`src/rtl/tbt_pkg.sv`:
```
// ----------------------------------------------------------------------------
// tbt_pkg
// shared types, constants and saturation helpers of the tensor basis transfer
// ----------------------------------------------------------------------------
package tbt_pkg;

   localparam int MAX_POINTS_AXIS = 4;
   localparam int MAX_DOFS_AXIS   = 4;
   localparam int AXIS_LIMIT      = 4;
   localparam int COORD_W         = 2;
   localparam int GRID_DEPTH      = 64;
   localparam int ADDR_W          = 6;
   localparam int VALUE_W         = 32;
   localparam int COEF_W          = 32;
   localparam int ACC_W           = 48;
   localparam int MAC_LATENCY     = 4;

   localparam logic [1:0] OP_COEF  = 2'd0;
   localparam logic [1:0] OP_MASK  = 2'd1;
   localparam logic [1:0] OP_VALUE = 2'd2;

   localparam logic [1:0] CSR_DIMENSION = 2'd0;
   localparam logic [1:0] CSR_DIRECTION = 2'd1;
   localparam logic [1:0] CSR_DOFS      = 2'd2;
   localparam logic [1:0] CSR_POINTS    = 2'd3;

   localparam logic [1:0] PASS_X = 2'd0;
   localparam logic [1:0] PASS_Y = 2'd1;
   localparam logic [1:0] PASS_Z = 2'd2;

   typedef enum logic [2:0] {
      ST_IDLE = 3'b001,
      ST_RUN  = 3'b010,
      ST_EMIT = 3'b100
   } state_type;

   // tag travelling with one multiply-accumulate
   typedef struct packed {
      logic              valid;
      logic              wr;
      logic              to_buf1;
      logic [ADDR_W-1:0] addr;
   } tag_type;

   function automatic logic signed [ACC_W-1:0] sat_acc(input logic signed [ACC_W+3:0] x);
      logic signed [ACC_W-1:0] r;
      if ((&x[ACC_W+3:ACC_W-1]) || (~|x[ACC_W+3:ACC_W-1])) r = x[ACC_W-1:0];
      else if (x[ACC_W+3]) r = {1'b1, {(ACC_W-1){1'b0}}};
      else r = {1'b0, {(ACC_W-1){1'b1}}};
      return r;
   endfunction

   function automatic logic signed [VALUE_W-1:0] sat_out(input logic signed [ACC_W-1:0] x);
      logic signed [VALUE_W-1:0] r;
      if ((&x[ACC_W-1:VALUE_W-1]) || (~|x[ACC_W-1:VALUE_W-1])) r = x[VALUE_W-1:0];
      else if (x[ACC_W-1]) r = {1'b1, {(VALUE_W-1){1'b0}}};
      else r = {1'b0, {(VALUE_W-1){1'b1}}};
      return r;
   endfunction

endpackage

```
`src/rtl/tbt_cell.sv`:
```
// ----------------------------------------------------------------------------
// tbt_cell
// one accumulator cell of the recirculating ring
// ----------------------------------------------------------------------------
module tbt_cell (
   input  logic                             clock,
   input  logic signed [tbt_pkg::ACC_W-1:0] acc_in,
   output logic signed [tbt_pkg::ACC_W-1:0] acc_out
);

   logic signed [tbt_pkg::ACC_W-1:0] acc_ff;

   // hands its partial sum to the next cell every cycle
   always_ff @(posedge clock) begin
      acc_ff <= acc_in;
   end

   assign acc_out = acc_ff;

endmodule

```
`config.mk`:
```
export PLATFORM = sky130hd
export DESIGN_NAME = tbt_cell
export DESIGN_NICKNAME = d
export VERILOG_FILES = /design/src/rtl/tbt_pkg.sv /design/src/rtl/tbt_cell.sv
export SDC_FILE = /design/constraint.sdc
export NUM_CORES = 1
export LEC_CHECK = 0
export BUFFER_PORTS_ARGS = -buffer_cell sky130_fd_sc_hd__clkbuf_2
export CORE_AREA = 2 2 57 59
export DETAILED_ROUTE_END_ITERATION = 8
export DIE_AREA = 0 0 59 61
export PLACE_DENSITY = 0.74
export RECOVER_POWER = 100
export SYNTH_ARGS = -nofsm -noshare
export SYNTH_HDL_FRONTEND = slang
export SYNTH_SLANG_ARGS = --single-unit
```
`constraint.sdc`:
```
create_clock -name clock -period 0.8 [get_ports clock]
set_input_delay 0.04 -clock clock [delete_from_list [all_inputs] [get_ports clock]]
set_output_delay 0.04 -clock clock [all_outputs]
set_load 0.01 [all_outputs]
```
==> flow_metrics.tcl, run 1 <==
set metrics [dict create \
    outcome "finished, violations left" \
    violations "setup timing" \
    synth_simple_gate_area_frac 0 \
    num-nets-final 248 \
    io_buffers 96 \
    worstSetupStartpointType "flip-flop" \
    grtUsageMet2 0.295 \
    final_common_cell "clkbuf_2" \
    nMultiInputCombCells 0 \
    finalHoldViolCount 0 \
    crit_family "flip-flops" \
    start_util 0.325 \
    required_ns 0.76 \
    clk_pin_slew_ns 0.12 \
    rows 20 \
    synth-compound-area-share 0 \
    final_cell_mix "clkbuf_2 (49), dlygate4sd3_1 (48), dfxtp_1 (25)" \
    leakagePower_nw 1.08 \
    vias 912 \
    total_power_mw 4.25 \
    drt_wl_total_um 2880 \
    synth_mux_area_frac 0 \
    antenna-diode-count 0 \
    slew_violations 0 \
    synth_xor_area_frac 0 \
    grt_pass1_wl_um 3880 \
    root_buffer "clkbuf_4" \
    antenna_found_initial 0 \
    largest_register_ff_count 48 \
    slew-limit-headroom 0.919 \
    ant_nets 0 \
    cp.arrival_ns 0.80 \
    busiest_layer "met2" \
    ys.warnings.count 0 \
    cap_violations 0 \
    die_h_um 61 \
    vdd_drop_max_mv 1.64 \
    use_met3 0.0832 \
    fmax_mhz 1200 \
    p_per_area_nw_per_um2 1940 \
    overflow 0 \
    synth_fp_nets 97 \
    finalCriticalPeriod_ns 0.835 \
    die_w_um 59 \
    whs_endpoint "acc_out[10]" \
    final_area_um2 2190 \
    area_growth_syn_to_layout_pct 128 \
    grt_usage 0.159 \
    syn_inst 48 \
    multiInputGateArea_um2 0 \
    postPlaceCellArea_um2 1480 \
    grt_max_degree 14 \
    synthAdderAreaFrac 0 \
    hold_depth 2 \
    htree_levels 2 \
    drc_errors 0 \
    cts_sinks 48 \
    max_stage_delay_ns 0.34 \
    cts_buffer_depth 2 \
    ys_seq_area_frac 1.00 \
    critPathMaxFanout 1 \
    grtUsageMet1 0.135 \
    setup_viol 48 \
    rsz0062_at_grt "true" \
    path_class "reg2out" \
    syn-cell-area_um2 961 \
    worstMarginPinSlew_ns 0.122 \
    gp_congestion 0.656 \
    cts_made_buffers 5 \
    vias_per_cell 3.91 \
    worstHoldStart "acc_in[10]" \
    crit_slowest_cell "dfxtp_2" \
    crit_path_end_kind "output port" \
    wl_per_cell_um 12.4 \
    worst_slack_ns -0.0353 \
    drive_gt1_frac 0.625 \
    cts_tree "done" \
    dieArea_um2 3600 \
    hp-class "in2reg" \
    ys_ff_latch 48 \
    post-route-period-util 1.04 \
    cp_cell_sequence "buf_6" \
    grt_pass1_vias 942 \
    drt_iter0_drc 14 \
    io_pins 97 \
    firstDrtPassIters 3 \
    syn_avg_cell_area_um2 20.0 \
    crit_buf_inv 1 \
    ys_types 1 \
    core_area_um2 2950 \
]
cell type report:
cell class              count  area, um2
repair buffers            144       1100
well taps                  33       41.3
clock buffers               8       58.8
flip-flops and latches     48        990
fillers                   197        758
report_power, final:
group          switching, mW  total (mW)  internal [mW]
sequential            0.0427        2.57           2.53
combinational          0.180       0.563          0.384
clock                  0.676        1.11          0.435
total                  0.898        4.25           3.35
cell usage after synthesis:
| cell type | n | area share |
|---|---|---|
| dfxtp_1 | 48 | 1.0 |
per-stage QoR:
| stage | setup TNS [ns] | hold WS (ns) | worst slack [ns] | std cells | utilization |
|---|---|---|---|---|---|
| finish | -1.25 | 0.322 | -0.0353 | 233 | 0.743 |
| global placement | 0 | 0.142 | 0.345 | 177 | 0.502 |
| floorplan | 0 | 0.0677 | 0.429 | 48 | - |
| detailed placement | 0 | 0.144 | 0.324 | 177 | 0.502 |
| global route | -3.82 | 0.297 | -0.0918 | 233 | 0.743 |
| CTS | -2.69 | 0.300 | -0.0702 | 233 | 0.687 |
worst max path at each step:
| stage | slack [ns] | end | cells past startpoint | start |
|---|---|---|---|---|
| 2_1_floorplan | 0.43 | acc_out[0] | 0 | acc_out[0] |
| 3_3_place_gp | 0.34 | acc_out[10] | 1 | acc_out[10] |
| 5_1_grt | -0.09 | acc_out[27] | 1 | acc_out[27] |
| 6_report | -0.04 | acc_out[33] | 1 | acc_out[33] |
| 3_5_place_dp | 0.32 | acc_out[43] | 1 | acc_out[43] |
| 4_1_cts | -0.07 | acc_out[32] | 1 | acc_out[32] |
what timing repair did:
action | in CTS | in global routing
endpoints found under the setup margin | 48 | 48
endpoints found under the hold margin | 48 | 0
gates resized for setup | 5 | 89
hold buffers | 48 | 0
setup buffers | 0 | 0
per-layer routing:
layer / vias up / wire length (um)
met4: 0 / 87
li1: 446 / -
met5: - / 0
met2: 64 / 1610
met3: 9 / 309
met1: 393 / 881
logic make-up after synthesis:
logic type	Yosys count
flip-flops	48
No activity file was read; power rests on OpenSTA's default activity.
==> run 2: changes to the inputs <==
CTS_BUF_LIST = sky130_fd_sc_hd__clkbuf_16   (was unset)
==> flow_metrics.tcl, run 2 (synthesis results as in run 1) <==
set metrics [dict create \
    wl_per_cell_um 12.2 \
    root_buffer "clkbuf_16" \
    multiInputGateArea_um2 0 \
    power.share.clock 0.382 \
    grt_pass1_wl_um 3920 \
    power_frac_comb 0.100 \
    fin_tns_setup_ns 0 \
    clk_pin_slew_ns 0.06 \
    worstSetupStartpointType "flip-flop" \
    grt_pass1_vias 938 \
    grt_usage 0.162 \
    final_common_cell "clkbuf_2" \
    die_w_um 59 \
    path_class "reg2out" \
    dieArea_um2 3600 \
    crit_path_end_kind "output port" \
    antenna_found_initial 0 \
    fmax_mhz 1280 \
    outcome "complete, no violations" \
    overflow 0 \
    cts_tree "done" \
    total_power_mw 4.93 \
    leakagePower_nw 1.06 \
    largest_register_ff_count 48 \
    p_per_area_nw_per_um2 2350 \
    net-switching-power_mw 0.978 \
    cts_made_buffers 5 \
    grt_max_degree 14 \
    cp.arrival_ns 0.74 \
    drt_wl_total_um 2840 \
    crit_slowest_cell "dfxtp_1" \
    required_ns 0.76 \
    firstDrtPassIters 2 \
    final_cell_mix "clkbuf_2 (86), dlygate4sd3_1 (48), dfxtp_1 (47)" \
    vias_per_cell 3.90 \
    vdd_drop_max_mv 1.67 \
    start_util 0.325 \
    drive_gt1_frac 0.480 \
    io_pins 97 \
    die_h_um 61 \
    switching_share 0.198 \
    cts_buffer_depth 2 \
    critPathMaxFanout 1 \
    ant_nets 0 \
    htree_levels 2 \
    seq_power_share 0.518 \
    crit_buf_inv 1 \
    cap_violations 0 \
    io_buffers 96 \
    gp_congestion 0.656 \
    core_area_um2 2950 \
    post-route-period-util 0.974 \
    slew-limit-headroom 0.906 \
    slew_violations 0 \
    antenna-diode-count 0 \
    finalCriticalPeriod_ns 0.779 \
    area_growth_syn_to_layout_pct 118 \
    p_int_mw 3.96 \
    cts_sinks 48 \
    setup_viol 0 \
    drt_iter0_drc 10 \
    crit_family "flip-flops" \
    max_stage_delay_ns 0.31 \
    worstMarginPinSlew_ns 0.142 \
    vias 908 \
    num-nets-final 248 \
    drc_errors 0 \
    finalHoldViolCount 0 \
    nMultiInputCombCells 0 \
    rsz0062_at_grt "false" \
    cp_cell_sequence "clkbuf_1" \
    rows 20 \
    hp-class "in2reg" \
]
==> run 2: path summary, 6_finish.rpt <==
path / start / end / slack (ns) / cells after the start
worst max-delay path: acc_out[14] / acc_out[14] / 0.02 / 1
worst min-delay path: acc_in[10] / acc_out[10] / 0.39 / 2
==> run 2: area by class of cell <==
cell class	instances	area (um2)
clock buffer	5	125
clock inverter	3	11.3
fill	215	853
sequential	48	962
tap	33	41.3
timing repair buffer	144	960
==> run 2: power by group through the flow <==
stage	clock, mW	sequential (mW)	combinational [mW]
finish	1.89	2.55	0.494
global route	2.06	2.56	0.533
CTS	1.92	2.55	0.489
detailed placement	0	2.60	0.304
global placement	0	2.60	0.296
floorplan	0	2.67	0
==> run 2: metal layers <==
metal,GRT usage,share of wire,vias up
met1,0.144,0.33,399
met4,0.0747,0.0049,0
met5,0,0,-
li1,-,-,447
met2,0.298,0.56,60
met3,0.0896,0.099,2
==> run 2: per-stage QoR <==
step	hold slack, ns	util	worst slack, ns	instances	cell area (um2)
finish	0.393	0.711	0.0210	233	2100
global route	0.395	0.711	0.00217	233	2100
CTS	0.389	0.711	0.0226	233	2100
detailed placement	0.144	0.502	0.324	177	1480
global placement	0.142	0.502	0.345	177	1480
floorplan	0.0677	-	0.429	48	961
==> run 2: repair_timing <==
action / in CTS / in global routing
resized for setup: 0 / 7
setup buffers: 0 / 0
endpoints found under the setup margin: 0 / 4
endpoints found under the hold margin: 48 / 0
hold buffers: 48 / 0
==> run 3: changes to the inputs <==
CORE_AREA = 2 2 44 77   (was 2 2 57 59)
DIE_AREA = 0 0 46 79   (was 0 0 59 61)
HOLD_SLACK_MARGIN = 0.15   (was unset)
PLACE_DENSITY = 0.73   (was 0.74)
RECOVER_POWER = 25   (was 100)
==> flow_metrics.tcl, run 3 (synthesis results as in run 1) <==
set metrics [dict create \
    cts_setup_buffers 0 \
    drt_wl_total_um 2900 \
    max_stage_delay_ns 0.32 \
    antenna-diode-count 0 \
    worstSetupStartpointType "flip-flop" \
    worst_slack_ns 0.0272 \
    htree_levels 2 \
    start_util 0.316 \
    grtUsageMet2 0.318 \
    io_buffers 96 \
    setup_viol 0 \
    grt_max_degree 17 \
    crit_family "flip-flops" \
    overflow 0 \
    slew_violations 0 \
    cap_violations 0 \
    core_area_um2 3040 \
    ant_nets 0 \
    die_h_um 79 \
    cp.arrival_ns 0.73 \
    multiInputGateArea_um2 0 \
    hp-class "in2reg" \
    wl_per_cell_um 12.7 \
    rows 27 \
    setup.worst_path.start "acc_out[43]" \
    clk_pin_slew_ns 0.06 \
    postPlaceCellArea_um2 1480 \
    root_buffer "clkbuf_16" \
    use_met3 0.0636 \
    vias_per_cell 3.93 \
    dieArea_um2 3630 \
    grt_pass1_wl_um 4200 \
    net-switching-power_mw 1.06 \
    total_power_mw 5.70 \
    worstMarginPinSlew_ns 0.0915 \
    crit_buf_inv 1 \
    post-route-period-util 0.966 \
    required_ns 0.76 \
    num-nets-final 248 \
    fmax_mhz 1290 \
    busiest_layer "met2" \
    cts_made_buffers 5 \
    grt_usage 0.171 \
    p_per_area_nw_per_um2 2630 \
    vias 901 \
    final_common_cell "clkbuf_2" \
    power.share.clock 0.464 \
    power_frac_comb 0.088 \
    crit_slowest_cell "dfxtp_1" \
    crit_path_end_kind "output port" \
    finalCriticalPeriod_ns 0.773 \
    drt_iter0_drc 8 \
    io_pins 97 \
    grt_pass1_vias 945 \
    final_cell_mix "clkbuf_2 (91), dlygate4sd3_1 (48), dfxtp_1 (45)" \
    antenna_found_initial 0 \
    final_area_um2 2160 \
    drive_gt1_frac 0.535 \
    slew-limit-headroom 0.939 \
    place_ws_ns 0.324 \
    rsz0062_at_grt "false" \
    drc_errors 0 \
    hpwl_um 1740 \
    seq_power_share 0.448 \
    fin_tns_setup_ns 0 \
    path_class "reg2out" \
    area_growth_syn_to_layout_pct 125 \
    firstDrtPassIters 3 \
    nMultiInputCombCells 0 \
    outcome "complete, no violations" \
    finalHoldViolCount 0 \
    cts_tree "done" \
    die_w_um 46 \
    vdd_drop_max_mv 1.58 \
    critPathMaxFanout 1 \
    gp_congestion 0.577 \
    cp_cell_sequence "buf_2" \
    leakagePower_nw 1.10 \
    switching_share 0.186 \
    grtUsageMet1 0.131 \
    cts_sinks 48 \
    worstHoldStart "acc_in[12]" \
    largest_register_ff_count 48 \
    cts_buffer_depth 2 \
    p_int_mw 4.64 \
]
==> run 3: changes by cell type in the layout (fill, tap and decap cells not counted), moves of 2 or more <==
cell / change
clkbuf_1: -6
clkbuf_2: +5
dfxtp_2: +2
dfxtp_1: -2
bufinv_16: +2
inv_1: -2
==> run 3: final cells by class <==
| type | instances | area, um2 |
|---|---|---|
| Clock inverter | 3 | 68.8 |
| Timing Repair Buffer | 144 | 967 |
| Tap cell | 29 | 36.3 |
| Sequential cell | 48 | 965 |
| Clock buffer | 5 | 125 |
| Fill cell | 221 | 878 |
==> run 3: per-layer routing <==
| metal | routed length, um | part of all wire |
|---|---|---|
| met5 | 0 | 0 |
| met4 | 143 | 0.049 |
| met3 | 214 | 0.074 |
| met2 | 1690 | 0.58 |
| met1 | 851 | 0.29 |
==> run 3: power groups by stage <==
| stage | logic (mW) | clock network (mW) | registers, mW |
|---|---|---|---|
| CTS | 0.492 | 2.67 | 2.55 |
| global route | 0.539 | 2.80 | 2.56 |
| finish | 0.499 | 2.64 | 2.55 |
| detailed placement | 0.305 | 0 | 2.61 |
| floorplan | 0 | 0 | 2.67 |
| global placement | 0.299 | 0 | 2.60 |
==> run 3: timing repair <==
| action | in CTS | in global routing |
|---|---|---|
| gates resized for setup | 0 | 10 |
| setup endpoints to repair | 0 | 5 |
| endpoints found under the hold margin | 48 | 0 |
| hold buffers | 48 | 0 |
==> run 3: through the flow <==
stage                     hold WS, ns  cells  utilization
after floorplan                0.0677     48            -
after global placement          0.143    173        0.486
after detailed placement        0.144    173        0.486
after CTS                       0.389    229        0.708
after global routing            0.393    229        0.711
final                           0.387    229        0.711
==> run 3: final timing paths <==
path	end	slack [ns]	depth (start not counted)
setup / recovery	acc_out[43]	0.03	1
hold / removal	acc_out[12]	0.39	2
